$ cat src/rtl/mtee_pkg.sv
`default_nettype none
package mtee_pkg;

	// Event commands
	typedef enum logic [2:0] {
		CMD_NOTE_ON  = 3'd0,
		CMD_NOTE_OFF = 3'd1,
		CMD_CTRL     = 3'd2,
		CMD_TEMPO    = 3'd3,
		CMD_END      = 3'd4
	} cmd_t;

	// Message bytes
	localparam logic [7:0] STATUS_NOTE_ON  = 8'h90;
	localparam logic [7:0] STATUS_NOTE_OFF = 8'h80;
	localparam logic [7:0] STATUS_CTRL     = 8'hB0;
	localparam logic [7:0] STATUS_META     = 8'hFF;
	localparam logic [7:0] META_TEMPO      = 8'h51;
	localparam logic [7:0] META_END        = 8'h2F;
	localparam logic [7:0] TEMPO_LEN       = 8'h03;
	localparam logic [7:0] META_END_LEN    = 8'h00;
	localparam logic [7:0] VLQ_MORE        = 8'h80;

	// Encoded event limits
	localparam int unsigned VlqMax = 5;
	localparam int unsigned MsgMax = 6;
	localparam logic [2:0]  MSG_SHORT = 3'd3;
	localparam logic [2:0]  MSG_LONG  = 3'd6;

	// Event queue between front and back
	localparam int unsigned FifoDepth = 2;
	localparam int unsigned FifoAw    = $clog2(FifoDepth);

	typedef struct packed {
		logic [VlqMax-1:0][6:0] grp;      // 7-bit groups, least significant first
		logic [2:0]             grp_cnt;  // 1 to 5
		logic [MsgMax-1:0][7:0] msg;      // message bytes in send order
		logic [2:0]             msg_cnt;  // 3 or 6
	} evt_t;

	typedef struct packed {
		logic valid;
		evt_t evt;
	} push_t;

	typedef struct packed {
		logic empty;
		logic full;
	} fifo_stat_t;

endpackage
`default_nettype wire

$ cat src/rtl/mtee_front.sv
`default_nettype none
module mtee_front (
	input  wire logic                clk,
	input  wire logic                arst_n,
	input  wire logic                in_valid,
	output logic                     in_stall,
	input  wire logic [2:0]          cmd,
	input  wire logic [31:0]         tick,
	input  wire logic [7:0]          channel,
	input  wire logic [7:0]          data_one,
	input  wire logic [7:0]          data_two,
	input  wire logic [23:0]         tempo_us,
	input  wire mtee_pkg::fifo_stat_t stat,
	output mtee_pkg::push_t          push
);
	import mtee_pkg::*;

	logic [31:0] prev_q;
	logic [31:0] delta;
	logic        accept;
	logic        known;
	logic [7:0]  ch_nib;
	logic [7:0]  d1;
	logic [7:0]  d2;

	assign in_stall = stat.full;
	assign accept   = in_valid && !in_stall;
	assign delta    = tick - prev_q;
	assign ch_nib   = {4'd0, channel[3:0]};
	assign d1       = {1'b0, data_one[6:0]};
	assign d2       = {1'b0, data_two[6:0]};

	always_comb begin
		push.evt.grp[0] = delta[6:0];
		push.evt.grp[1] = delta[13:7];
		push.evt.grp[2] = delta[20:14];
		push.evt.grp[3] = delta[27:21];
		push.evt.grp[4] = {3'd0, delta[31:28]};
		if (|delta[31:28]) begin
			push.evt.grp_cnt = 3'd5;
		end else if (|delta[27:21]) begin
			push.evt.grp_cnt = 3'd4;
		end else if (|delta[20:14]) begin
			push.evt.grp_cnt = 3'd3;
		end else if (|delta[13:7]) begin
			push.evt.grp_cnt = 3'd2;
		end else begin
			push.evt.grp_cnt = 3'd1;
		end

		known            = 1'b1;
		push.evt.msg     = '0;
		push.evt.msg_cnt = MSG_SHORT;
		case (cmd_t'(cmd))
			CMD_NOTE_ON: begin
				push.evt.msg[0] = STATUS_NOTE_ON | ch_nib;
				push.evt.msg[1] = d1;
				push.evt.msg[2] = d2;
			end
			CMD_NOTE_OFF: begin
				push.evt.msg[0] = STATUS_NOTE_OFF | ch_nib;
				push.evt.msg[1] = d1;
				push.evt.msg[2] = 8'd0;
			end
			CMD_CTRL: begin
				push.evt.msg[0] = STATUS_CTRL | ch_nib;
				push.evt.msg[1] = d1;
				push.evt.msg[2] = d2;
			end
			CMD_TEMPO: begin
				push.evt.msg[0]  = STATUS_META;
				push.evt.msg[1]  = META_TEMPO;
				push.evt.msg[2]  = TEMPO_LEN;
				push.evt.msg[3]  = tempo_us[23:16];
				push.evt.msg[4]  = tempo_us[15:8];
				push.evt.msg[5]  = tempo_us[7:0];
				push.evt.msg_cnt = MSG_LONG;
			end
			CMD_END: begin
				push.evt.msg[0] = STATUS_META;
				push.evt.msg[1] = META_END;
				push.evt.msg[2] = META_END_LEN;
			end
			default: begin
				// drop unknown commands
				known = 1'b0;
			end
		endcase
		push.valid = accept && known;
	end

	always_ff @(posedge clk or negedge arst_n) begin
		if (!arst_n) begin
			prev_q <= '0;
		end else if (push.valid) begin
			prev_q <= (cmd_t'(cmd) == CMD_END) ? 32'd0 : tick;
		end
	end

	a_end_clears_prev: assert property (@(posedge clk) disable iff (!arst_n)
		(accept && cmd_t'(cmd) == CMD_END) |=> (prev_q == 32'd0))
		else $error("previous tick not cleared after end of track");

endmodule
`default_nettype wire

$ cat src/rtl/mtee_fifo.sv
`default_nettype none
module mtee_fifo (
	input  wire logic                 clk,
	input  wire logic                 arst_n,
	input  wire mtee_pkg::push_t      push,
	input  wire logic                 pop,
	output mtee_pkg::evt_t            head,
	output mtee_pkg::fifo_stat_t      stat
);
	import mtee_pkg::*;

	evt_t              mem_q [FifoDepth];
	logic [FifoAw-1:0] wr_ptr_q;
	logic [FifoAw-1:0] rd_ptr_q;
	logic [FifoAw:0]   cnt_q;

	assign head       = mem_q[rd_ptr_q];
	assign stat.empty = (cnt_q == '0);
	assign stat.full  = (cnt_q == (FifoAw+1)'(FifoDepth));

	always_ff @(posedge clk) begin
		if (push.valid) begin
			mem_q[wr_ptr_q] <= push.evt;
		end
	end

	always_ff @(posedge clk or negedge arst_n) begin
		if (!arst_n) begin
			wr_ptr_q <= '0;
			rd_ptr_q <= '0;
			cnt_q    <= '0;
		end else begin
			if (push.valid) begin
				wr_ptr_q <= wr_ptr_q + 1'b1;
			end
			if (pop) begin
				rd_ptr_q <= rd_ptr_q + 1'b1;
			end
			if (push.valid && !pop) begin
				cnt_q <= cnt_q + 1'b1;
			end else if (pop && !push.valid) begin
				cnt_q <= cnt_q - 1'b1;
			end
		end
	end

	a_no_overflow: assert property (@(posedge clk) disable iff (!arst_n)
		stat.full |-> !push.valid)
		else $error("event queue written while full");

	a_no_underflow: assert property (@(posedge clk) disable iff (!arst_n)
		stat.empty |-> !pop)
		else $error("event queue read while empty");

endmodule
`default_nettype wire

$ cat src/rtl/mtee_back.sv
`default_nettype none
module mtee_back (
	input  wire logic                 clk,
	input  wire logic                 arst_n,
	input  wire mtee_pkg::evt_t       head,
	input  wire mtee_pkg::fifo_stat_t stat,
	output logic                      pop,
	output logic                      out_valid,
	input  wire logic                 out_stall,
	output logic [7:0]                out_byte,
	output logic                      last
);
	import mtee_pkg::*;

	logic [3:0] pos_q;
	logic       out_valid_q;
	logic [7:0] byte_q;
	logic       last_q;
	logic       load;
	logic [3:0] total;
	logic       is_last;
	logic       in_vlq;
	logic [2:0] gi;
	logic [2:0] mi;
	logic [7:0] nxt_byte;

	assign total   = {1'b0, head.grp_cnt} + {1'b0, head.msg_cnt};
	assign is_last = (pos_q == total - 4'd1);
	assign in_vlq  = (pos_q < {1'b0, head.grp_cnt});
	assign gi      = head.grp_cnt - 3'd1 - pos_q[2:0];
	assign mi      = pos_q[2:0] - head.grp_cnt;
	assign load    = !stat.empty && (!out_valid_q || !out_stall);
	assign pop     = load && is_last;

	always_comb begin
		if (in_vlq) begin
			// set the continuation bit on every delta byte but the last
			nxt_byte = {1'b0, head.grp[gi]};
			if (pos_q != {1'b0, head.grp_cnt} - 4'd1) begin
				nxt_byte = nxt_byte | VLQ_MORE;
			end
		end else begin
			nxt_byte = head.msg[mi];
		end
	end

	always_ff @(posedge clk or negedge arst_n) begin
		if (!arst_n) begin
			out_valid_q <= 1'b0;
			pos_q       <= '0;
		end else begin
			if (load) begin
				out_valid_q <= 1'b1;
				pos_q       <= is_last ? 4'd0 : pos_q + 4'd1;
			end else if (!out_stall) begin
				out_valid_q <= 1'b0;
			end
		end
	end

	always_ff @(posedge clk) begin
		if (load) begin
			byte_q <= nxt_byte;
			last_q <= is_last;
		end
	end

	assign out_valid = out_valid_q;
	assign out_byte  = byte_q;
	assign last      = last_q;

	a_pos_in_range: assert property (@(posedge clk) disable iff (!arst_n)
		!stat.empty |-> (pos_q < total))
		else $error("byte position beyond end of event");

endmodule
`default_nettype wire

$ cat src/rtl/midi_track_event_encoder_unit.sv
`default_nettype none
// Channel | Direction | Handshake           | Payload
// input   | in        | in_valid / in_stall | cmd, tick, channel, data_one, data_two, tempo_us
// output  | out       | out_valid/out_stall | out_byte, last
//
// One input transfer a cycle while the two-entry event queue has room.
// Each event gives 4 to 11 output bytes (1-5 delta bytes, 3 or 6 message
// bytes), one per cycle unless out_stall is high; the serialiser sets the sustained rate.
// An event is written into the queue, then loaded into the output byte register.
// Reset clears the previous tick, the queue and the output valid flag.
// A stall on the output holds the byte register; the queue absorbs two
// events before in_stall rises.
module midi_track_event_encoder_unit (
	input  wire logic        clk,
	input  wire logic        arst_n,
	input  wire logic        in_valid,
	output logic             in_stall,
	input  wire logic [2:0]  cmd,
	input  wire logic [31:0] tick,
	input  wire logic [7:0]  channel,
	input  wire logic [7:0]  data_one,
	input  wire logic [7:0]  data_two,
	input  wire logic [23:0] tempo_us,
	output logic             out_valid,
	input  wire logic        out_stall,
	output logic [7:0]       out_byte,
	output logic             last
);
	import mtee_pkg::*;

	push_t      push;
	evt_t       head;
	fifo_stat_t stat;
	logic       pop;

	// Front: take the delta against the previous tick, split it into 7-bit
	// groups and lay out the message bytes; drop unknown commands.
	mtee_front u_front (
		.clk      (clk),
		.arst_n   (arst_n),
		.in_valid (in_valid),
		.in_stall (in_stall),
		.cmd      (cmd),
		.tick     (tick),
		.channel  (channel),
		.data_one (data_one),
		.data_two (data_two),
		.tempo_us (tempo_us),
		.stat     (stat),
		.push     (push)
	);

	// Queue: hold encoded events between the two sides.
	mtee_fifo u_fifo (
		.clk    (clk),
		.arst_n (arst_n),
		.push   (push),
		.pop    (pop),
		.head   (head),
		.stat   (stat)
	);

	// Back: walk the head event byte by byte into the output register,
	// advance the queue on the final byte.
	mtee_back u_back (
		.clk       (clk),
		.arst_n    (arst_n),
		.head      (head),
		.stat      (stat),
		.pop       (pop),
		.out_valid (out_valid),
		.out_stall (out_stall),
		.out_byte  (out_byte),
		.last      (last)
	);

endmodule
`default_nettype wire

$ cat config.mk
export PLATFORM = sky130hd
export DESIGN_NAME = midi_track_event_encoder_unit
export DESIGN_NICKNAME = d
export VERILOG_FILES = /design/src/rtl/mtee_pkg.sv /design/src/rtl/mtee_front.sv /design/src/rtl/mtee_fifo.sv /design/src/rtl/mtee_back.sv /design/src/rtl/midi_track_event_encoder_unit.sv
export SDC_FILE = /design/constraint.sdc
export NUM_CORES = 1
export LEC_CHECK = 0
export BUFFER_PORTS_ARGS = -buffer_cell sky130_fd_sc_hd__buf_2
export CAP_MARGIN = 20
export CORE_MARGIN = 2
export CORE_UTILIZATION = 25
export DETAILED_ROUTE_END_ITERATION = 6
export PLACE_DENSITY_LB_ADDON = 0.15
export SLEW_MARGIN = 15
export SYNTH_ARGS = -nofsm -noshare
export SYNTH_HDL_FRONTEND = slang
export SYNTH_SLANG_ARGS = --single-unit
$ cat constraint.sdc
create_clock -name clk -period 10.2 [get_ports clk]
set_input_delay 0.51 -clock clk [delete_from_list [all_inputs] [get_ports clk]]
set_output_delay 0.51 -clock clk [all_outputs]
set_load 0.01 [all_outputs]
==> out/qor.txt, run 1 <==
Startpoint class of the critical path -> flip-flop
Clock slew at reported path FFs -> 60 ps
Hold_ws -> 67.3 ps
Crit-path max FO -> 7
Port Buffers -> 91
Hold Violations, Final -> 0
Cts hold-fix bufs -> 0
Slowest stage delay, CP -> 580 ps
Starting density of the core -> 25.5%
Fin nets -> 1060
First drt pass iteration count -> 5
Post-Syn Nets -> 970
Full die area -> 44700 um2
Number of global-route vias before repair -> 7153
Ys async rst share -> 19.0%
Distinct cells, synth -> 61
Setup violations, final -> 0
Syn avg cell area -> 12.8 um2
First-pass GRT wire length -> 43400 um
Synthesized area -> 10800 um2
Critical path endpoint category -> flip-flop
Die Y -> 211 um
R2R Setup Slk -> 6490 ps
Power, Total -> 0.00386 W
Most common cell on crit path -> a21oi_1
Seq/Total Area, Yosys -> 58.4%
Post-place setup slack -> 6120 ps
Setup ws final -> 6490 ps
Total Routing Usage GR -> 12.7%
Root Buffer -> clkbuf_16
Clk_skew -> 20.1 ps
Top FF cell, synth -> edfxtp_1
Synthesis Warnings -> 0
Rows -> 75
Hold/Removal Path Class -> primary input to async pin
Slowest CP cell -> or4b_1
Cell Chain, Critical Path -> inv_1 -> ha_1 -> a21oi_1 -> o21ai_0 -> a41o_1 -> a21oi_1 -> o21ai_0 -> a21oi_1 -> xor2_1 -> nand4_1 -> or4b_1
CTS tree -> done
CTS resizes -> 0
Die X -> 211 um
Fill count -> 4357
Antenna violations before repair -> 0
VDD IR max -> 141 uV
H-tree lvl count -> 1
WL/cell -> 18.7 um
Max cap viols -> 0
DR iter-0 viols -> 357
Status -> finished, final reports clean
Cells after Synth -> 842
Clk buf depth -> 3
Reg2reg end -> u_fifo.mem_q[0][52]$_DFFE_PP_
EDFF count, synth -> 175
P_leak -> 4.71 nW
Slew Limit Fails -> 0
Num CTS Buffers -> 26
Worst Max-Slew Pin Slew -> 952 ps
RSZ-0062 raised after global routing -> no
Vias -> 6890
Buf/Inv on CP -> 1
Io pins -> 98
Largest net degree at the start of global routing -> 65
Share of cells above drive strength 1 -> 21.2%
Antenna-violating nets left -> 0
Yosys top cell area share -> 48.9%
Top delay family on crit path -> compound AO/OA/AOI/OAI gates
Worst Path Arrival -> 3980 ps
Register bit total from synthesis -> 216
Relative slew slack -> 36.5%
Diodes inserted -> 0
DR vias/cell -> 4.63
Dpl hpwl -> 19300 um
RePlAce Congestion -> 0.748
Clock Sinks -> 216
Critical path type -> flip-flop to flip-flop
R2R Path Start -> u_front.prev_q[14]$_DFFE_PN0P_
Worst-Skew Late Latency -> 550 ps
Grt ovf -> 0
Reg2reg path depth -> 11
Area growth from synthesis to layout -> 17.5%
DRC viols -> 0
Synth area leaders -> edfxtp_1, dfrtp_1, mux4_2
Core region area -> 42200 um2
Final WL -> 27800 um
Final period utilization -> 36.4%
Area leader, netlist -> edfxtp_1
Postcts setup bufs -> 0
Setup TNS -> 0 ps
Cell Pwr Density -> 305 nW/um2
Tmin final -> 3710 ps
Worst Path Required -> 10460 ps
Achievable Freq -> 269 MHz
==> layout make-up <==
cell class	count	area, um2	area share, %
Clock inverter	13	128	1.01
Inverter	54	203	1.60
Tap cell	539	674	5.34
Multi-Input combinational cell	530	4120	32.6
Clock buffer	33	677	5.36
Sequential cell	216	6280	49.7
Timing Repair Buffer	104	553	4.38
==> how the worst max path moves through the flow <==
stage	to	slack (ps)	from	depth (start not counted)
final	u_fifo.mem_q[0][52]$_DFFE_PP_	6490	u_front.prev_q[14]$_DFFE_PN0P_	11
after global routing	u_fifo.mem_q[0][52]$_DFFE_PP_	6200	u_front.prev_q[14]$_DFFE_PN0P_	11
after CTS	u_fifo.mem_q[0][52]$_DFFE_PP_	6450	u_front.prev_q[0]$_DFFE_PN0P_	12
after detailed placement	u_fifo.mem_q[0][52]$_DFFE_PP_	6120	tick[0]	14
after global placement	u_fifo.mem_q[0][52]$_DFFE_PP_	6150	tick[0]	14
after floorplan	u_fifo.mem_q[0][0]$_DFFE_PP_	4920	cmd[1]	4
==> synthesized netlist by cell type (all sizes together) (2+ instances only) <==
master  number
a211oi       7
a21boi       2
a21o        17
a21oi       53
a221oi       5
a22oi        3
a31oi        7
and2        31
buf         12
clkbuf      30
clkinv       2
dfrtp       41
edfxtp     175
fa           2
ha          39
inv         52
mux2        12
mux2i       12
mux4        36
nand2       58
nand2b       6
nand3       34
nand4        7
nor2        36
nor3        11
nor4         7
nor4bb       2
o211ai       6
o21a         3
o21ai       60
o21ba        2
o21bai       3
o22ai        4
o31ai        2
or3          3
or4          3
xnor2       21
xor2        20
==> cells by family after synthesis <==
| logic type | count (synthesis) | synth area share (%) |
|---|---|---|
| adder cells (fa/ha/maj) | 41 | 4.91 |
| multiplexers | 60 | 9.91 |
| buffers and inverters | 96 | 3.53 |
| AO/OA/AOI/OAI | 183 | 10.4 |
| XOR/XNOR | 41 | 3.34 |
| flip-flops | 216 | 58.4 |
| AND/OR/NAND/NOR | 205 | 9.46 |
==> cell usage in the layout (no fill, tap or decap), types with 4 or more instances in the layout <==
cell type,netlist,final
inv_1,52,52
and2_1,31,30
mux4_2,36,36
a21oi_1,51,51
a31oi_1,7,7
clkinv_1,2,7
o22ai_1,4,4
mux2i_1,12,12
nor4_1,7,7
mux2_2,12,12
o21ai_0,58,58
nand3_1,34,34
dfrtp_1,41,40
xor2_1,20,20
a21o_1,16,16
nand2_1,58,58
o211ai_1,6,6
clkbuf_16,0,26
nand2b_1,6,6
buf_4,0,13
nor2_1,36,34
nor3_1,11,11
ha_1,39,38
nand4_1,7,7
clkbuf_1,29,7
edfxtp_1,175,175
buf_2,8,91
a211oi_1,7,7
xnor2_1,21,20
a221oi_1,5,5
==> state kept, by name (all words and copies together), names as in the netlist <==
| signal | cells |
|---|---|
| u_back.last | 1 |
| u_back.out_byte | 8 |
| u_back.out_valid | 1 |
| u_back.pos_q | 4 |
| u_fifo.cnt_q | 2 |
| u_fifo.mem_q | 166 |
| u_fifo.rd_ptr_q | 1 |
| u_fifo.wr_ptr_q | 1 |
| u_front.prev_q | 32 |
==> per-layer routing <==
layer	wire [um]	vias up	GRT usage [%]
li1	-	3335	-
met1	13100	3380	17.3
met2	12800	129	20.6
met3	1040	46	2.14
met4	855	0	3.96
met5	0	-	0
==> where the power goes <==
part / leakage (nW) / switching, W / internal, W / total, W
Sequential: 2.16 / 0.0000841 / 0.00126 / 0.00135
Combinational: 2.16 / 0.000977 / 0.000644 / 0.00162
Clock: 0.392 / 0.000373 / 0.000519 / 0.000892
Total: 4.71 / 0.00143 / 0.00242 / 0.00386
==> through the flow <==
stage	cells	area, um2	utilization (%)
final	1489	12600	29.9
after detailed placement	1443	11800	28.0
after CTS	1489	12600	29.9
after floorplan	842	10800	-
after global routing	1489	12600	29.9
after global placement	1443	11800	28.0
==> worst register-to-register path: stages, from the launching register on <==
cell and delay, ps:
dfrtp_1 330, inv_1 50, ha_1 410, a21oi_1 400
o21ai_0 200, a41o_1 270, a21oi_1 160, o21ai_0 260
a21oi_1 240, xor2_1 310, nand4_1 240, or4b_1 580
Power figures use the tool's default switching activity.
==> run 2, diff against run 1 <==
==> constraint.sdc (replaced) <==
create_clock -name clk -period 3.38 [get_ports clk]
set_input_delay 0.169 -clock clk [delete_from_list [all_inputs] [get_ports clk]]
set_output_delay 0.169 -clock clk [all_outputs]
set_load 0.01 [all_outputs]
==> out/qor.txt, run 2 (synthesis gave the netlist of run 1 again) <==
Full die area -> 44700 um2 (unchanged)
Final WL -> 28400 um (was 27800 um)
Combinational Power Share -> 45.7% (was 42.0%)
Port Buffers -> 91 (unchanged)
Worst Hold Depth -> 3
DR vias/cell -> 4.51 (was 4.63)
Non-Filler Instances -> 1624 (was 1489)
Tmin final -> 3280 ps (was 3710 ps)
Number of global-route vias before repair -> 7503 (was 7153)
Critical path endpoint category -> flip-flop (unchanged)
Hold_ws -> 27.2 ps (was 67.3 ps)
Vias -> 7328 (was 6890)
Setup violations, final -> 0 (unchanged)
Worst Hold Path EP -> u_fifo.mem_q[1][20]$_DFFE_PP_
Reg2reg path depth -> 12 (was 11)
Cell Chain, Critical Path -> ha_4 -> inv_2 -> fa_2 -> a21o_1 -> a221o_2 -> a21oi_4 -> o21bai_1 -> a21oi_2 -> o21ba_2 -> xor2_2 -> nand4_1 -> or4b_4 (was inv_1 -> ha_1 -> a21oi_1 -> o21ai_0 -> a41o_1 -> a21oi_1 -> o21ai_0 -> a21oi_1 -> xor2_1 -> nand4_1 -> or4b_1)
Reg2reg end -> u_fifo.mem_q[1][52]$_DFFE_PP_ (was u_fifo.mem_q[0][52]$_DFFE_PP_)
Largest net degree at the start of global routing -> 65 (unchanged)
Worst Max-Slew Pin Slew -> 962 ps (was 952 ps)
Clock power frac -> 22.0% (was 23.1%)
Diodes inserted -> 0 (unchanged)
CTS tree -> done (unchanged)
Setup ws final -> 103 ps (was 6490 ps)
Share of power burned in registers -> 32.3% (was 34.9%)
Slew Limit Fails -> 0 (unchanged)
Hold/Removal Path Class -> primary input to flip-flop (was primary input to async pin)
Crit-path max FO -> 3 (was 7)
Post-route cell area -> 14000 um2 (was 12600 um2)
Flip-flop count of the largest register after layout -> 166 (unchanged)
Clk buf depth -> 3 (unchanged)
Slowest CP cell -> or4b_4 (was or4b_1)
Switch Pwr -> 0.00449 W (was 0.00143 W)
RePlAce Congestion -> 0.806 (was 0.748)
Post-Place Cell Area -> 12300 um2 (was 11800 um2)
Worst Path Required -> 3660 ps (was 10460 ps)
Fin nets -> 1195 (was 1060)
R2R Setup Slk -> 100 ps (was 6490 ps)
Hold path start -> data_two[1]
Io pins -> 98 (unchanged)
Achievable Freq -> 305 MHz (was 269 MHz)
R2R Path Start -> u_front.prev_q[0]$_DFFE_PN0P_ (was u_front.prev_q[14]$_DFFE_PN0P_)
P_leak -> 5.37 nW (was 4.71 nW)
Max cap viols -> 0 (unchanged)
VDD IR max -> 393 uV (was 141 uV)
Antenna-violating nets left -> 0 (unchanged)
Cell Pwr Density -> 889 nW/um2 (was 305 nW/um2)
Share of cells above drive strength 1 -> 26.3% (was 21.2%)
RSZ-0062 raised after global routing -> yes (was no)
Root Buffer -> clkbuf_16 (unchanged)
Die Y -> 211 um (unchanged)
Final period utilization -> 97.0% (was 36.4%)
Num CTS Buffers -> 26 (unchanged)
DRC viols -> 0 (unchanged)
Post-place setup slack -> -94.1 ps (was 6120 ps)
Internal Power -> 0.00799 W (was 0.00242 W)
Dpl hpwl -> 20200 um (was 19300 um)
Antenna violations before repair -> 0 (unchanged)
Net Sw Frac -> 36.0% (was 37.2%)
Critical path type -> flip-flop to flip-flop (unchanged)
Most frequent cells in the layout -> edfxtp_1, buf_2, dlygate4sd3_1, buf_4, nand2_1 (was edfxtp_1, buf_2, nand2_1, o21ai_0, inv_1)
Biggest register -> u_fifo.mem_q (unchanged)
First-pass GRT wire length -> 44000 um (was 43400 um)
Status -> finished, final reports clean (unchanged)
Total Routing Usage GR -> 12.8% (was 12.7%)
H-tree lvl count -> 1 (unchanged)
Worst Path Arrival -> 3550 ps (was 3980 ps)
Placed instance count -> 1500 (was 1443)
Clock slew at reported path FFs -> 60 ps (about the same)
Clock Sinks -> 216 (unchanged)
Startpoint class of the critical path -> flip-flop (unchanged)
Slowest stage delay, CP -> 540 ps (was 580 ps)
First drt pass iteration count -> 6 (was 5)
Grt ovf -> 0 (unchanged)
Area growth from synthesis to layout -> 30.4% (was 17.5%)
Starting density of the core -> 25.5% (unchanged)
Clk_skew -> 22.7 ps (was 20.1 ps)
Die X -> 211 um (unchanged)
Core region area -> 42200 um2 (unchanged)
Rows -> 75 (unchanged)
Worst-Skew Late Latency -> 550 ps (about the same)
Relative slew slack -> 35.9% (was 36.5%)
Commonest non-fill, non-tap cell in the layout -> edfxtp_1 (unchanged)
Hold Violations, Final -> 0 (unchanged)
DR iter-0 viols -> 317 (was 357)
WL/cell -> 17.5 um (was 18.7 um)
[run 2: cell types whose count changed in the layout (fill, tap and decap cells not counted), moves of 4 or more]
cell           change
dlygate4sd3_1     +75
buf_4             +56
a21oi_1            -4
clkbuf_1           -4
xor2_1             -4
xor2_2             +4
[run 2: worst max-delay path: cells and delay by family, from the launching register on]
kind	cells	cell delay, ps
xor gates and xnor gates	1	170
and+or+nand+nor	2	690
AOI/OAI and AO/OA	6	1210
adders and majority gates	2	510
DFF	1	380
buffers and inverters	1	40
[run 2: worst max-delay path by stage]
stage | startpoint | endpoint | slack [ps] | cells past startpoint
final | u_front.prev_q[0]$_DFFE_PN0P_ | u_fifo.mem_q[1][52]$_DFFE_PP_ | 100 | 12
after global routing | u_front.prev_q[0]$_DFFE_PN0P_ | u_fifo.mem_q[1][50]$_DFFE_PP_ | -10 | 13
after CTS | u_front.prev_q[0]$_DFFE_PN0P_ | u_fifo.mem_q[1][50]$_DFFE_PP_ | 6 | 12
after detailed placement | tick[0] | u_fifo.mem_q[1][52]$_DFFE_PP_ | -90 | 14
after global placement | tick[0] | u_fifo.mem_q[0][52]$_DFFE_PP_ | -50 | 14
after floorplan | cmd[1] | u_fifo.mem_q[0][0]$_DFFE_PP_ | -170 | 4
[run 2: layer usage]
layer | vias up | part of all wire [%] | global-route usage, %
li1 | 3596 | - | -
met1 | 3586 | 48 | 17.3
met2 | 113 | 47 | 21.4
met3 | 33 | 3.4 | 2.09
met4 | 0 | 1.7 | 2.82
met5 | - | 0 | 0
[run 2: cell type report]
| type | count | area, um2 |
|---|---|---|
| clock inverters | 17 | 166 |
| well taps | 539 | 674 |
| fillers | 4264 | 28200 |
| inverters | 54 | 203 |
| repair buffers | 239 | 1800 |
| clock buffers | 29 | 662 |
| flip-flops and latches | 216 | 6280 |
| multi-input cells | 530 | 4250 |
[run 2: power by group through the flow]
stage               registers, W  logic, W  clock network, W
floorplan                0.00404   0.00349                 0
global placement         0.00408   0.00562                 0
detailed placement       0.00409   0.00564                 0
global route             0.00409   0.00634           0.00292
CTS                      0.00403   0.00576           0.00284
finish                   0.00403   0.00571           0.00274
[run 2: stage by stage]
step | setup TNS, ps | utilization [%] | power, W
2_1_floorplan | -24700 | - | 0.00753
3_3_place_gp | -107 | 29.1 | 0.00970
3_5_place_dp | -280 | 29.1 | 0.00973
4_1_cts | 0 | 33.0 | 0.0126
5_1_grt | -25.5 | 33.2 | 0.0134
6_report | 0 | 33.2 | 0.0125
[run 2: timing repair]
action	CTS	global route
pin swaps	2	5
hold buffers	75	0
endpoints found under the setup margin	6	6
endpoints found under the hold margin	154	0
resized for setup	6	19
buffers inserted	0	3
==> run 3, diff against run 2 <==
--- a/config.mk
+++ b/config.mk
@@ -11,6 +11,7 @@
 export CORE_UTILIZATION = 25
 export DETAILED_ROUTE_END_ITERATION = 6
 export PLACE_DENSITY_LB_ADDON = 0.15
+export REMOVE_ABC_BUFFERS = 1
 export SLEW_MARGIN = 15
 export SYNTH_ARGS = -nofsm -noshare
 export SYNTH_HDL_FRONTEND = slang
==> out/qor.txt, run 3 (synthesis gave the netlist of run 1 again) <==
Tmin final -> 3300 ps (was 3280 ps)
First drt pass iteration count -> 5 (was 6)
RePlAce Congestion -> 0.752 (was 0.806)
Io pins -> 98 (unchanged)
DR iter-0 viols -> 379 (was 317)
Commonest non-fill, non-tap cell in the layout -> edfxtp_1 (unchanged)
R2R Path Start -> u_front.prev_q[0]$_DFFE_PN0P_ (unchanged)
Slew Limit Fails -> 0 (unchanged)
Worst-Skew Late Latency -> 550 ps (about the same)
Reg2reg path depth -> 13 (was 12)
Max cap viols -> 0 (unchanged)
Status -> finished, final reports clean (unchanged)
Crit-path max FO -> 3 (unchanged)
Share of cells above drive strength 1 -> 26.3% (about the same)
DRC viols -> 0 (unchanged)
Clock slew at reported path FFs -> 60 ps (about the same)
Critical path type -> flip-flop to flip-flop (unchanged)
Grt ovf -> 0 (unchanged)
Worst Max-Slew Pin Slew -> 822 ps (was 962 ps)
Port Buffers -> 91 (unchanged)
Diodes inserted -> 0 (unchanged)
CTS tree -> done (unchanged)
WL/cell -> 17.1 um (was 17.5 um)
Startpoint class of the critical path -> flip-flop (unchanged)
Fin nets -> 1196 (was 1195)
Setup TNS -> 0 ps (unchanged)
Most frequent cells in the layout -> edfxtp_1, buf_2, dlygate4sd3_1, buf_4, nand2_1 (unchanged)
Worst Hold Depth -> 2 (was 3)
P_leak -> 5.38 nW (was 5.37 nW)
RSZ-0062 raised after global routing -> yes (unchanged)
Root Buffer -> clkbuf_16 (unchanged)
Cell Pwr Density -> 887 nW/um2 (was 889 nW/um2)
Fill count -> 4264 (unchanged)
Biggest register -> u_fifo.mem_q (unchanged)
Worst Path Required -> 3650 ps (was 3660 ps)
Critical path endpoint category -> flip-flop (unchanged)
Total Routing Usage GR -> 12.6% (was 12.8%)
Core region area -> 42200 um2 (unchanged)
Flip-flop count of the largest register after layout -> 166 (unchanged)
Num CTS Buffers -> 26 (unchanged)
Post-route cell area -> 14100 um2 (was 14000 um2)
Antenna violations before repair -> 0 (unchanged)
Footprint of the multi-input gates -> 4230 um2 (was 4250 um2)
VDD IR max -> 397 uV (was 393 uV)
Achievable Freq -> 303 MHz (was 305 MHz)
DR vias/cell -> 4.50 (was 4.51)
Largest net degree at the start of global routing -> 84 (was 65)
Area growth from synthesis to layout -> 31.0% (was 30.4%)
Post-Place Cell Area -> 12300 um2 (about the same)
Hold Violations, Final -> 0 (unchanged)
Die X -> 211 um (unchanged)
Final WL -> 27800 um (was 28400 um)
Full die area -> 44700 um2 (unchanged)
Hold path start -> cmd[1] (was data_two[1])
Worst Hold Path EP -> u_fifo.mem_q[1][8]$_DFFE_PP_ (was u_fifo.mem_q[1][20]$_DFFE_PP_)
Relative slew slack -> 44.8% (was 35.9%)
R2R Setup Slk -> 80 ps (was 100 ps)
Clk buf depth -> 3 (unchanged)
Worst Path Arrival -> 3580 ps (was 3550 ps)
Rows -> 75 (unchanged)
Dpl hpwl -> 19600 um (was 20200 um)
Seq. cell area -> 6280 um2 (unchanged)
Vias -> 7316 (was 7328)
Clock Sinks -> 216 (unchanged)
First-pass GRT wire length -> 43700 um (was 44000 um)
Starting density of the core -> 25.5% (unchanged)
Setup violations, final -> 0 (unchanged)
Number of global-route vias before repair -> 7763 (was 7503)
Power, Total -> 0.0125 W (about the same)
Antenna-violating nets left -> 0 (unchanged)
Reg2reg end -> u_fifo.mem_q[1][52]$_DFFE_PP_ (unchanged)
Final period utilization -> 97.7% (was 97.0%)
Clk_skew -> 21.2 ps (was 22.7 ps)
Die Y -> 211 um (unchanged)
H-tree lvl count -> 1 (unchanged)
Hold/Removal Path Class -> primary input to flip-flop (unchanged)
-- run 3: changes by cell type in the layout (fill, tap and decap cells not counted), sizes merged --
| cell | delta |
|---|---|
| buf | +1 |
| clkinv | -5 |
| bufinv | +1 |
| clkbuf | +1 |
| clkinvlp | +3 |
| inv | +1 |
-- run 3: routing by layer --
layer  global-route usage (%)  vias up  wire (um)
met5                        0        -          0
met4                     2.77        0        517
met3                     2.00       33        983
met2                     20.7      122      12800
met1                     17.6     3557      13600
li1                         -     3604          -
-- run 3: area by class of cell --
type	count	area share [%]
flip-flops and latches	216	44.6
multi-input cells	530	30.0
repair buffers	240	13.0
well taps	539	4.79
clock buffers	30	4.73
clock inverters	17	1.45
inverters	54	1.44
-- run 3: worst max-delay path by stage --
stage	startpoint	slack [ps]	end
2_1_floorplan	u_fifo.rd_ptr_q$_DFFE_PN0P_	-1610	u_back.out_byte[0]$_DFFE_PP_
3_3_place_gp	tick[0]	-40	u_fifo.mem_q[1][52]$_DFFE_PP_
3_5_place_dp	tick[0]	-110	u_fifo.mem_q[0][52]$_DFFE_PP_
4_1_cts	u_front.prev_q[0]$_DFFE_PN0P_	30	u_fifo.mem_q[0][50]$_DFFE_PP_
5_1_grt	u_front.prev_q[0]$_DFFE_PN0P_	-110	u_fifo.mem_q[0][52]$_DFFE_PP_
6_report	u_front.prev_q[0]$_DFFE_PN0P_	80	u_fifo.mem_q[1][52]$_DFFE_PP_
-- run 3: power by group --
part           internal (W)  total (W)  leakage [nW]  switching, W
sequential          0.00380    0.00403          2.16      0.000225
combinational       0.00255    0.00562          2.81       0.00307
clock               0.00172    0.00285         0.418       0.00113
-- run 3: critical path, cell delays in order, from the launching register on --
cell and delay, ps:
dfrtp_1 400, ha_4 170, inv_2 50, fa_2 190, a21o_1 140, a221o_2 220
a21oi_4 80, or4_4 440, buf_6 130, o2111ai_2 150, nand2_1 90, nor4_1 220
nand4_1 180, or4b_4 550
-- run 3: stage by stage --
stage | cells | hold slack (ps) | worst slack [ps] | utilization [%]
2_1_floorplan | 800 | -127 | -1610 | -
3_3_place_gp | 1502 | 403 | -38.4 | 29.2
3_5_place_dp | 1502 | 403 | -106 | 29.2
4_1_cts | 1624 | 35.1 | 27.3 | 33.1
5_1_grt | 1626 | 58.0 | -113 | 33.4
6_report | 1626 | 56.0 | 76.4 | 33.4
-- run 3: timing repair --
| action | 4_1_cts | 5_1_grt |
|---|---|---|
| hold buffers | 75 | 0 |
| endpoints found under the setup margin | 6 | 6 |
| buffers inserted | 0 | 2 |
| endpoints found under the hold margin | 154 | 0 |
| pin swaps | 7 | 9 |
| gates resized for setup | 8 | 17 |
